$ cat src/rtl/dpsc_pkg.sv
package dpsc_pkg;

    localparam int unsigned DPAD_W = 4;
    localparam int unsigned MODE_W = 3;
    localparam int unsigned MEM_W  = 2;

    // Mode register codes
    localparam logic [MODE_W-1:0] MODE_NEUTRAL = 3'd0;
    localparam logic [MODE_W-1:0] MODE_UP      = 3'd1;
    localparam logic [MODE_W-1:0] MODE_SECOND  = 3'd2;
    localparam logic [MODE_W-1:0] MODE_FIRST   = 3'd3;
    localparam logic [MODE_W-1:0] MODE_BYPASS  = 3'd4;

    // Per-axis memory codes
    localparam logic [MEM_W-1:0] MEM_NONE   = 2'd0;
    localparam logic [MEM_W-1:0] MEM_FIRST  = 2'd1;
    localparam logic [MEM_W-1:0] MEM_SECOND = 2'd2;

    typedef struct packed {
        logic [1:0]       bits;  // bit0 first direction, bit1 second
        logic [MEM_W-1:0] mem;
    } axis_res_t;

    // Resolve one axis; pair bit0 is up/left, bit1 is down/right.
    function automatic axis_res_t resolve_axis(
        input logic [1:0]        pair,
        input logic [MODE_W-1:0] mode,
        input logic              allow_up,
        input logic [MEM_W-1:0]  mem
    );
        axis_res_t r;
        r.bits = 2'b00;
        r.mem  = mem;
        case (pair)
            2'b01:
            begin
                r.bits = 2'b01;
                r.mem  = MEM_FIRST;
            end
            2'b10:
            begin
                r.bits = 2'b10;
                r.mem  = MEM_SECOND;
            end
            2'b00:
            begin
                r.bits = 2'b00;
                r.mem  = MEM_NONE;
            end
            default:
            begin
                if (allow_up && mode == MODE_UP)
                begin
                    r.bits = 2'b01;
                    r.mem  = MEM_FIRST;
                end
                else if (mode == MODE_SECOND && mem != MEM_NONE)
                begin
                    r.bits = (mem == MEM_FIRST) ? 2'b10 : 2'b01;
                end
                else if (mode == MODE_FIRST && mem != MEM_NONE)
                begin
                    r.bits = (mem == MEM_FIRST) ? 2'b01 : 2'b10;
                end
                else
                begin
                    r.bits = 2'b00;
                    r.mem  = MEM_NONE;
                end
            end
        endcase
        return r;
    endfunction

endpackage

$ cat src/rtl/dpad_socd_cleaner_unit.sv
// An accepted input beat passes the input register, then the result register.
// Throughput: one beat per cycle unless m_axis_tready stalls; the input register feeds
// the result register via per-axis resolve logic, and both stages advance together.
// Reset (rst_n low, asynchronous): both stage valids clear, mode returns to neutral,
// and the vertical and horizontal memories return to none.
module dpad_socd_cleaner_unit (
    input  logic       clk,
    input  logic       rst_n,
    input  logic       cfg_we,
    input  logic [2:0] cfg_wdata,       // socd_mode
    input  logic       s_axis_tvalid,
    output logic       s_axis_tready,
    input  logic [7:0] s_axis_tdata,    // [3:0] dpad_in, [7:4] zero
    output logic       m_axis_tvalid,
    input  logic       m_axis_tready,
    output logic [7:0] m_axis_tdata     // [3:0] dpad_out, [7:4] zero
);
    import dpsc_pkg::*;

    // Configuration
    logic [MODE_W-1:0] mode_reg;

    // Input stage
    logic              in_vld_reg;
    logic [DPAD_W-1:0] in_data_reg;

    // Result stage
    logic              out_vld_reg;
    logic [DPAD_W-1:0] out_data_reg;

    // Per-axis memory of the last lone direction
    logic [MEM_W-1:0]  last_vert_reg;
    logic [MEM_W-1:0]  last_horz_reg;
    logic [MEM_W-1:0]  last_vert_next;
    logic [MEM_W-1:0]  last_horz_next;

    logic              in_take;
    logic              adv;
    axis_res_t         vert_res;
    axis_res_t         horz_res;
    logic [DPAD_W-1:0] out_data_next;

    // Advance the input stage whenever the result register is empty or drains now.
    assign adv           = in_vld_reg && (!out_vld_reg || m_axis_tready);
    assign s_axis_tready = !in_vld_reg || adv;
    assign in_take       = s_axis_tvalid && s_axis_tready;

    // Resolve both axes from the held sample and the remembered directions.
    always_comb
    begin
        vert_res = resolve_axis(in_data_reg[1:0], mode_reg, 1'b1, last_vert_reg);
        horz_res = resolve_axis(in_data_reg[3:2], mode_reg, 1'b0, last_horz_reg);
        if (mode_reg == MODE_BYPASS)
        begin
            // Pass the sample through and leave the memory alone.
            out_data_next  = in_data_reg;
            last_vert_next = last_vert_reg;
            last_horz_next = last_horz_reg;
        end
        else
        begin
            out_data_next  = {horz_res.bits, vert_res.bits};
            last_vert_next = vert_res.mem;
            last_horz_next = horz_res.mem;
        end
    end

    always_ff @(posedge clk or negedge rst_n)
    begin
        if (!rst_n)
        begin
            mode_reg      <= MODE_NEUTRAL;
            in_vld_reg    <= 1'b0;
            out_vld_reg   <= 1'b0;
            last_vert_reg <= MEM_NONE;
            last_horz_reg <= MEM_NONE;
        end
        else
        begin
            if (cfg_we)
            begin
                mode_reg <= cfg_wdata;
            end

            // Hold the input stage while stalled; refill or drain it otherwise.
            if (in_take)
            begin
                in_vld_reg <= 1'b1;
            end
            else if (adv)
            begin
                in_vld_reg <= 1'b0;
            end

            if (adv)
            begin
                out_vld_reg   <= 1'b1;
                last_vert_reg <= last_vert_next;
                last_horz_reg <= last_horz_next;
            end
            else if (m_axis_tready)
            begin
                out_vld_reg <= 1'b0;
            end
        end
    end

    // Payload registers carry no reset.
    always_ff @(posedge clk)
    begin
        if (in_take)
        begin
            in_data_reg <= s_axis_tdata[DPAD_W-1:0];
        end
        if (adv)
        begin
            out_data_reg <= out_data_next;
        end
    end

    assign m_axis_tvalid = out_vld_reg;
    assign m_axis_tdata  = {4'b0000, out_data_reg};

    // The memory code for "both" never arises.
    a_vert_mem_legal: assert property (@(posedge clk) disable iff (!rst_n)
        last_vert_reg != 2'd3)
        else $error("vertical memory holds an unused code");

    a_horz_mem_legal: assert property (@(posedge clk) disable iff (!rst_n)
        last_horz_reg != 2'd3)
        else $error("horizontal memory holds an unused code");

    // Bypass leaves both memories untouched.
    a_bypass_keeps_mem: assert property (@(posedge clk) disable iff (!rst_n)
        (mode_reg == MODE_BYPASS) |=> ($stable(last_vert_reg) && $stable(last_horz_reg)))
        else $error("memory changed in bypass");

    // Outside bypass no axis conflict reaches the output.
    a_no_conflict_out: assert property (@(posedge clk) disable iff (!rst_n)
        (adv && mode_reg != MODE_BYPASS) |=>
            (!(out_data_reg[0] && out_data_reg[1]) && !(out_data_reg[2] && out_data_reg[3])))
        else $error("opposing directions left in cleaned sample");

    // An advancing beat always lands in the result register.
    a_adv_fills_out: assert property (@(posedge clk) disable iff (!rst_n)
        adv |=> out_vld_reg)
        else $error("advanced beat lost");

endmodule
$ cat config.mk
export PLATFORM = sky130hd
export DESIGN_NAME = dpad_socd_cleaner_unit
export DESIGN_NICKNAME = d
export VERILOG_FILES = /design/src/rtl/dpsc_pkg.sv /design/src/rtl/dpad_socd_cleaner_unit.sv
export SDC_FILE = /design/constraint.sdc
export NUM_CORES = 1
export LEC_CHECK = 0
export BUFFER_PORTS_ARGS = -buffer_cell sky130_fd_sc_hd__buf_2
export CORE_ASPECT_RATIO = 0.7
export CORE_MARGIN = 1
export CORE_UTILIZATION = 40
export DETAILED_ROUTE_END_ITERATION = 8
export PLACE_DENSITY_LB_ADDON = 0.2
export SYNTH_ARGS = -nofsm -noshare
export SYNTH_HDL_FRONTEND = slang
export SYNTH_SLANG_ARGS = --single-unit
$ cat constraint.sdc
create_clock -name clk -period 1.5 [get_ports clk]
set_input_delay 0.075 -clock clk [delete_from_list [all_inputs] [get_ports clk]]
set_output_delay 0.075 -clock clk [all_outputs]
set_load 0.02 [all_outputs]
* Yosys cells after proc, flatten, opt, wreduce, memory -nomap -nowiden
Cells that the tools add are included.
Operators by class: multiplexer cells 20, reductions and logical operators 18, equal/unequal tests 14, bitwise operators 1
Operators with widths (count):
- 2-to-1 mux 2 bit | 12
- case mux 4 bit (3 select lines) | 2
- inequality test 5 x 1 -> 1 bit (second input constant) | 2
- equality test 2 x 1 -> 1 bit (second input constant) | 4
- 2-to-1 mux 4 bit | 2
- inequality test 4 x 1 -> 1 bit (second input constant) | 2
- AND reduction 4 bit | 2
- nonzero test 2 bit | 4
- equality test 3 x 2 -> 1 bit (second input constant) | 2
- logical AND 1 bit | 6
- equality test 2 bit (second input constant) | 2
- zero test 2 bit | 2
- 2-to-1 mux 1 bit | 4
- equality test 3 x 1 -> 1 bit (second input constant) | 1
- equality test 3 bit (second input constant) | 1
- zero test 1 bit | 2
- logical OR 1 bit | 2
- inverter 1 bit | 1
Storage, ports and cells: register bits 17, output and inout bits 10, word-level logic and storage cells 60, input bits 16

* Longest topological paths before layout
depth in word-level cells 7, gate-level depth with buffers 6, mapped depth without buffers 5

* Worst setup path after synthesis
OpenSTA, ideal clock, no wires.
path type reg-to-reg, from register mode_reg[0], to register last_horz_reg[0], cell stages (with the launch flop) 7, library setup time 0.128 ns, slack -0.049 ns, clock period less this slack 1.549 ns, arrival 1.421 ns, required time 1.372 ns, path through dfrtp_1 buf_6 or3b_4 buf_6 nand3_4 a21oi_2 mux2_1
Between the ends: cells in the longest elaborated chain, start to end 4
Ends and longest elaborated chain:
- from (decl) | RTL line dpad_socd_cleaner_unit.sv:21 | logic [MODE_W-1:0] mode_reg;
- from (signal assigned) | RTL line dpad_socd_cleaner_unit.sv:82 | mode_reg <= cfg_wdata;
- equality test 3 x 2 -> 1 bit (on tied branches) | RTL line dpsc_pkg.sv:61, dpsc_pkg.sv:57
- logical AND 1 bit (on tied branches) | RTL line dpsc_pkg.sv:61, dpsc_pkg.sv:57
- inequality test 4 x 1 -> 1 bit (no source line)
- AND reduction 4 bit (no source line) *
- to (signal assigned) | RTL line dpad_socd_cleaner_unit.sv:99 | last_horz_reg <= last_horz_next;
- to (decl) | RTL line dpad_socd_cleaner_unit.sv:33 | logic [MEM_W-1:0] last_horz_reg;
Every way passes the cells marked *; elsewhere a longest branch is shown, timed or not. A chain may end at the register's enable or synchronous reset.

* Worst setup path after layout
from register in_data_reg[1], to register last_vert_reg[0]
Between the ends: cells in the longest elaborated chain, start to end 3
Ends and longest elaborated chain:
- from (decl) | RTL line dpad_socd_cleaner_unit.sv:25 | logic [DPAD_W-1:0] in_data_reg;
- from (signal assigned) | RTL line dpad_socd_cleaner_unit.sv:113 | in_data_reg <= s_axis_tdata[DPAD_W-1:0];
- equality test 2 bit (tied with other cells) | RTL line dpsc_pkg.sv:34 | case (pair)
- inequality test 5 x 1 -> 1 bit (no source line)
- AND reduction 4 bit (no source line)
- to (signal assigned) | RTL line dpad_socd_cleaner_unit.sv:98 | last_vert_reg <= last_vert_next;
- to (decl) | RTL line dpad_socd_cleaner_unit.sv:32 | logic [MEM_W-1:0] last_vert_reg;
Several ways; a longest one is shown, not always the timed one.

==> Flow_metrics.wiki <==
{| class="wikitable"
! Metric !! Value
|-
| Die Height || 43.5 um
|-
| CTS H-tree depth || 1
|-
| Critical Path RT || 1.70 ns
|-
| Cell with the most instances after synthesis || sky130_fd_sc_hd__dfrtp_1
|-
| Worst Path Class, Setup || reg -> reg
|-
| Crit-path max cell delay || about 0.46 ns
|-
| Post-layout instance area || around 1300 sq um
|-
| Chip Width || between 60 and 70 um
|-
| Final worst-path cycle share || 96.6%
|-
| Number of warning messages in the yosys log || 0
|-
| Part of the Yosys area used for sequential elements || between 40% and 50%
|-
| Layout cell share with drive strength beyond 1 || ~40%
|-
| Status || finished, final reports clean
|-
| Antenna diode count || 0
|-
| Async SR Flop Fraction || 52.9%
|-
| Placed Instance Area || between 1000 and 1500 sq um
|-
| Synthesized netlist cell count || 86
|-
| Hold WC Path Type || in -> reg
|-
| Type of origin of the critical path || flop
|-
| Total routing resource utilization after global routing || between 10% and 20%
|-
| Leakage || ~0.57 nW
|-
| Wire length of the first global-routing pass || 3120 um
|-
| Ordered list of cells on the worst path || inv_2 -> ha_4 -> nor3_2 -> a21oi_2 -> mux2_4
|-
| Placed instance count || between 100 and 150
|-
| Initial Util || a little over two fifths
|-
| Seq cells post-synth || 17
|-
| Sink count of the clock tree || 17
|-
| Leftover overflow at the end of global routing || 0
|-
| Worst-path fanout max || 2
|-
| Synth unique cells || 26
|-
| Boundary pin count || 26
|-
| Prevailing post-synth register cell || sky130_fd_sc_hd__dfrtp_1
|-
| Total number of nets in the final design || roughly 150
|-
| Pin count of the biggest net entering global routing || 12
|-
| Clock transition time at the flip-flop clock pins of the worst setup and hold paths || approximately 0.11 ns
|-
| Power per cell area || between 900 and 1000 nW/um^2
|-
| TritonCTS buffer count || 3
|-
| Hold violation total from the final report || 0
|-
| Overall via count from detail_route || about 700
|-
| Skew-Pair Late Insertion Delay || between 0.3 and 0.4 ns
|-
| Critical path endpoint category || flop
|-
| DRC violations left || 0
|-
| Initial antenna violation count || 0
|-
| Non-filler cells, final || 153
|-
| Proportion of netlist area held by the largest area contributor || between 20% and 30%
|-
| Number of standard-cell rows in the floorplan || 14
|-
| TritonCTS clock tree || built
|-
| Clock Tree Buf Depth || 2
|-
| PortBufs || 17
|-
| Worst Path Arrival || approximately 1.7 ns
|-
| Most numerous cell types in the synthesized netlist || 9 x sky130_fd_sc_hd__dfrtp_1, 8 x sky130_fd_sc_hd__edfxtp_1, 8 x sky130_fd_sc_hd__ha_1
|-
| Minimum period implied by the final worst setup slack || around 1.4 ns
|-
| Number of fill cells || about 210
|-
| Core area || between 2000 and 2500 sq um
|-
| Total standard cell area after synthesis || 985 sq um
|-
| Detail-routed via count per cell || about 4.6
|-
| Routability Congestion || 0.747
|-
| Count of final setup violators || 0
|-
| Fin Clk Skew || about 0.0043 ns
|-
| Routed WL per cell || between 10 and 15 um
|-
| Post-detailed-route count of antenna-violating nets || 0
|-
| Top cell type by total area after synthesis || sky130_fd_sc_hd__edfxtp_1
|-
| DRT Pass-1 Iters || 4
|-
| Synth Area per Inst || 11.4 sq um
|-
| Library cell used as clock root buffer || sky130_fd_sc_hd__clkbuf_4
|-
| Max Cap Violations || 0
|-
| Area used by multi-input combinational logic || 494 sq um
|-
| Placed wire-length estimate || about 1300 um
|-
| Synth-to-Final Area Change || 30.7%
|-
| Area of the die || between 2000 and 3000 sq um
|-
| Total routed wirelength || around 2000 um
|-
| Top achievable clock speed || ~690 MHz
|-
| Max-slew violations || 0
|-
| Vias in the first global route || 700
|-
| Worst supply voltage drop on vdd || between 0.5 and 0.6 mV
|-
| Post-synth EDFFs || 8
|-
| Slowest-stage cell, CP || sky130_fd_sc_hd__edfxtp_1
|-
| Area occupied by registers || approximately 470 sq um
|-
| Starting DRT DRC Count || 8
|-
| Area contributors post-synth || sky130_fd_sc_hd__edfxtp_1 24%, sky130_fd_sc_hd__dfrtp_1 23%, sky130_fd_sc_hd__ha_1 10%
|}
logic make-up after synthesis:
group                      after synthesis  share of synthesized area [%]
and+or+nand+nor                         27                           17.0
DFF                                     17                           47.3
AOI/OAI and AO/OA                       14                           8.89
buffers and inverters                   11                           7.24
muxes                                    8                           9.02
adders and majority gates                8                           10.2
other                                    1                          0.381
critical path: cells and delay by family, from the launching register on:
| family | cells | cell delay [ns] |
|---|---|---|
| flip-flops | 1 | 0.46 |
| AO/OA/AOI/OAI | 1 | 0.10 |
| adder cells (fa/ha/maj) | 1 | 0.20 |
| buffers and inverters | 1 | 0.11 |
| multiplexers | 1 | 0.30 |
| AND/OR/NAND/NOR | 1 | 0.17 |
report_power, final:
| group | leakage [nW] | switching (W) | internal, W |
|---|---|---|---|
| registers | 0.186 | 0.0000392 | 0.000547 |
| logic | 0.368 | 0.000160 | 0.000153 |
| clock network | 0.0139 | 0.000162 | 0.000102 |
| total | 0.568 | 0.000361 | 0.000802 |
per-stage QoR:
stage               setup WS [ns]  hold WS (ns)  TNS (ns)  utilization (%)  power [W]
global placement           0.0190       -0.0657         0             50.0   0.000846
global route             -0.00708        0.0361   -0.0131             57.4    0.00123
detailed placement        -0.0166       -0.0592   -0.0298             50.0   0.000856
CTS                        0.0141        0.0350         0             55.8    0.00115
finish                     0.0503        0.0443         0             57.4    0.00116
floorplan                 -0.0272        -0.221    -0.109                -   0.000782
cell type report:
cell class	instances	share of cell area, %
Clock inverter	1	0.583
Clock buffer	3	1.75
Sequential cell	17	36.2
Inverter	5	1.46
Timing Repair Buffer	34	18.6
Tap cell	32	3.11
Multi-Input combinational cell	61	38.4
routing by layer:
| metal | wire length, um | share of wire (%) | up-vias | GRT usage (%) |
|---|---|---|---|---|
| met4 | 37 | 1.8 | 0 | 6.82 |
| met1 | 894 | 44 | 326 | 21.1 |
| met3 | 75 | 3.7 | 5 | 6.27 |
| met5 | 0 | 0 | - | 0 |
| met2 | 1010 | 50 | 18 | 27.8 |
| li1 | - | - | 359 | - |
what timing repair did:
item	4_1_cts	5_1_grt
endpoints found under the hold margin	17	0
pin swaps	0	4
buffers inserted	0	1
resized for setup	3	9
setup endpoints to repair	4	5
hold buffers	9	0
cell usage in the layout (no fill, tap or decap), drive strengths merged, types with 2 or more instances in the layout:
cell type     n
nor2b         3
and2          2
buf          25
mux2          7
nand2b        7
a21oi         6
dlygate4sd3   9
dfrtp         9
o21ai         3
nor2          6
conb          4
edfxtp        8
nand2         2
ha            8
a31oi         4
clkbuf        3
inv           5
nor3          2
path summary, 6_finish.rpt:
kind                                  startpoint          endpoint  slack, ns  cells after the start
worst max-delay path              in_data_reg[1]  last_vert_reg[0]       0.05                      5
worst min-delay path                      cfg_we       mode_reg[0]       0.04                      2
worst max register to register    in_data_reg[1]  last_vert_reg[0]       0.05                      5
worst min register to register  last_horz_reg[0]  last_horz_reg[0]       0.54                      1
max in group asynchronous                  rst_n  last_vert_reg[0]       1.18                      2
min in group asynchronous                  rst_n     m_axis_tvalid       0.13                      2
(Power assumes the default switching activity.)
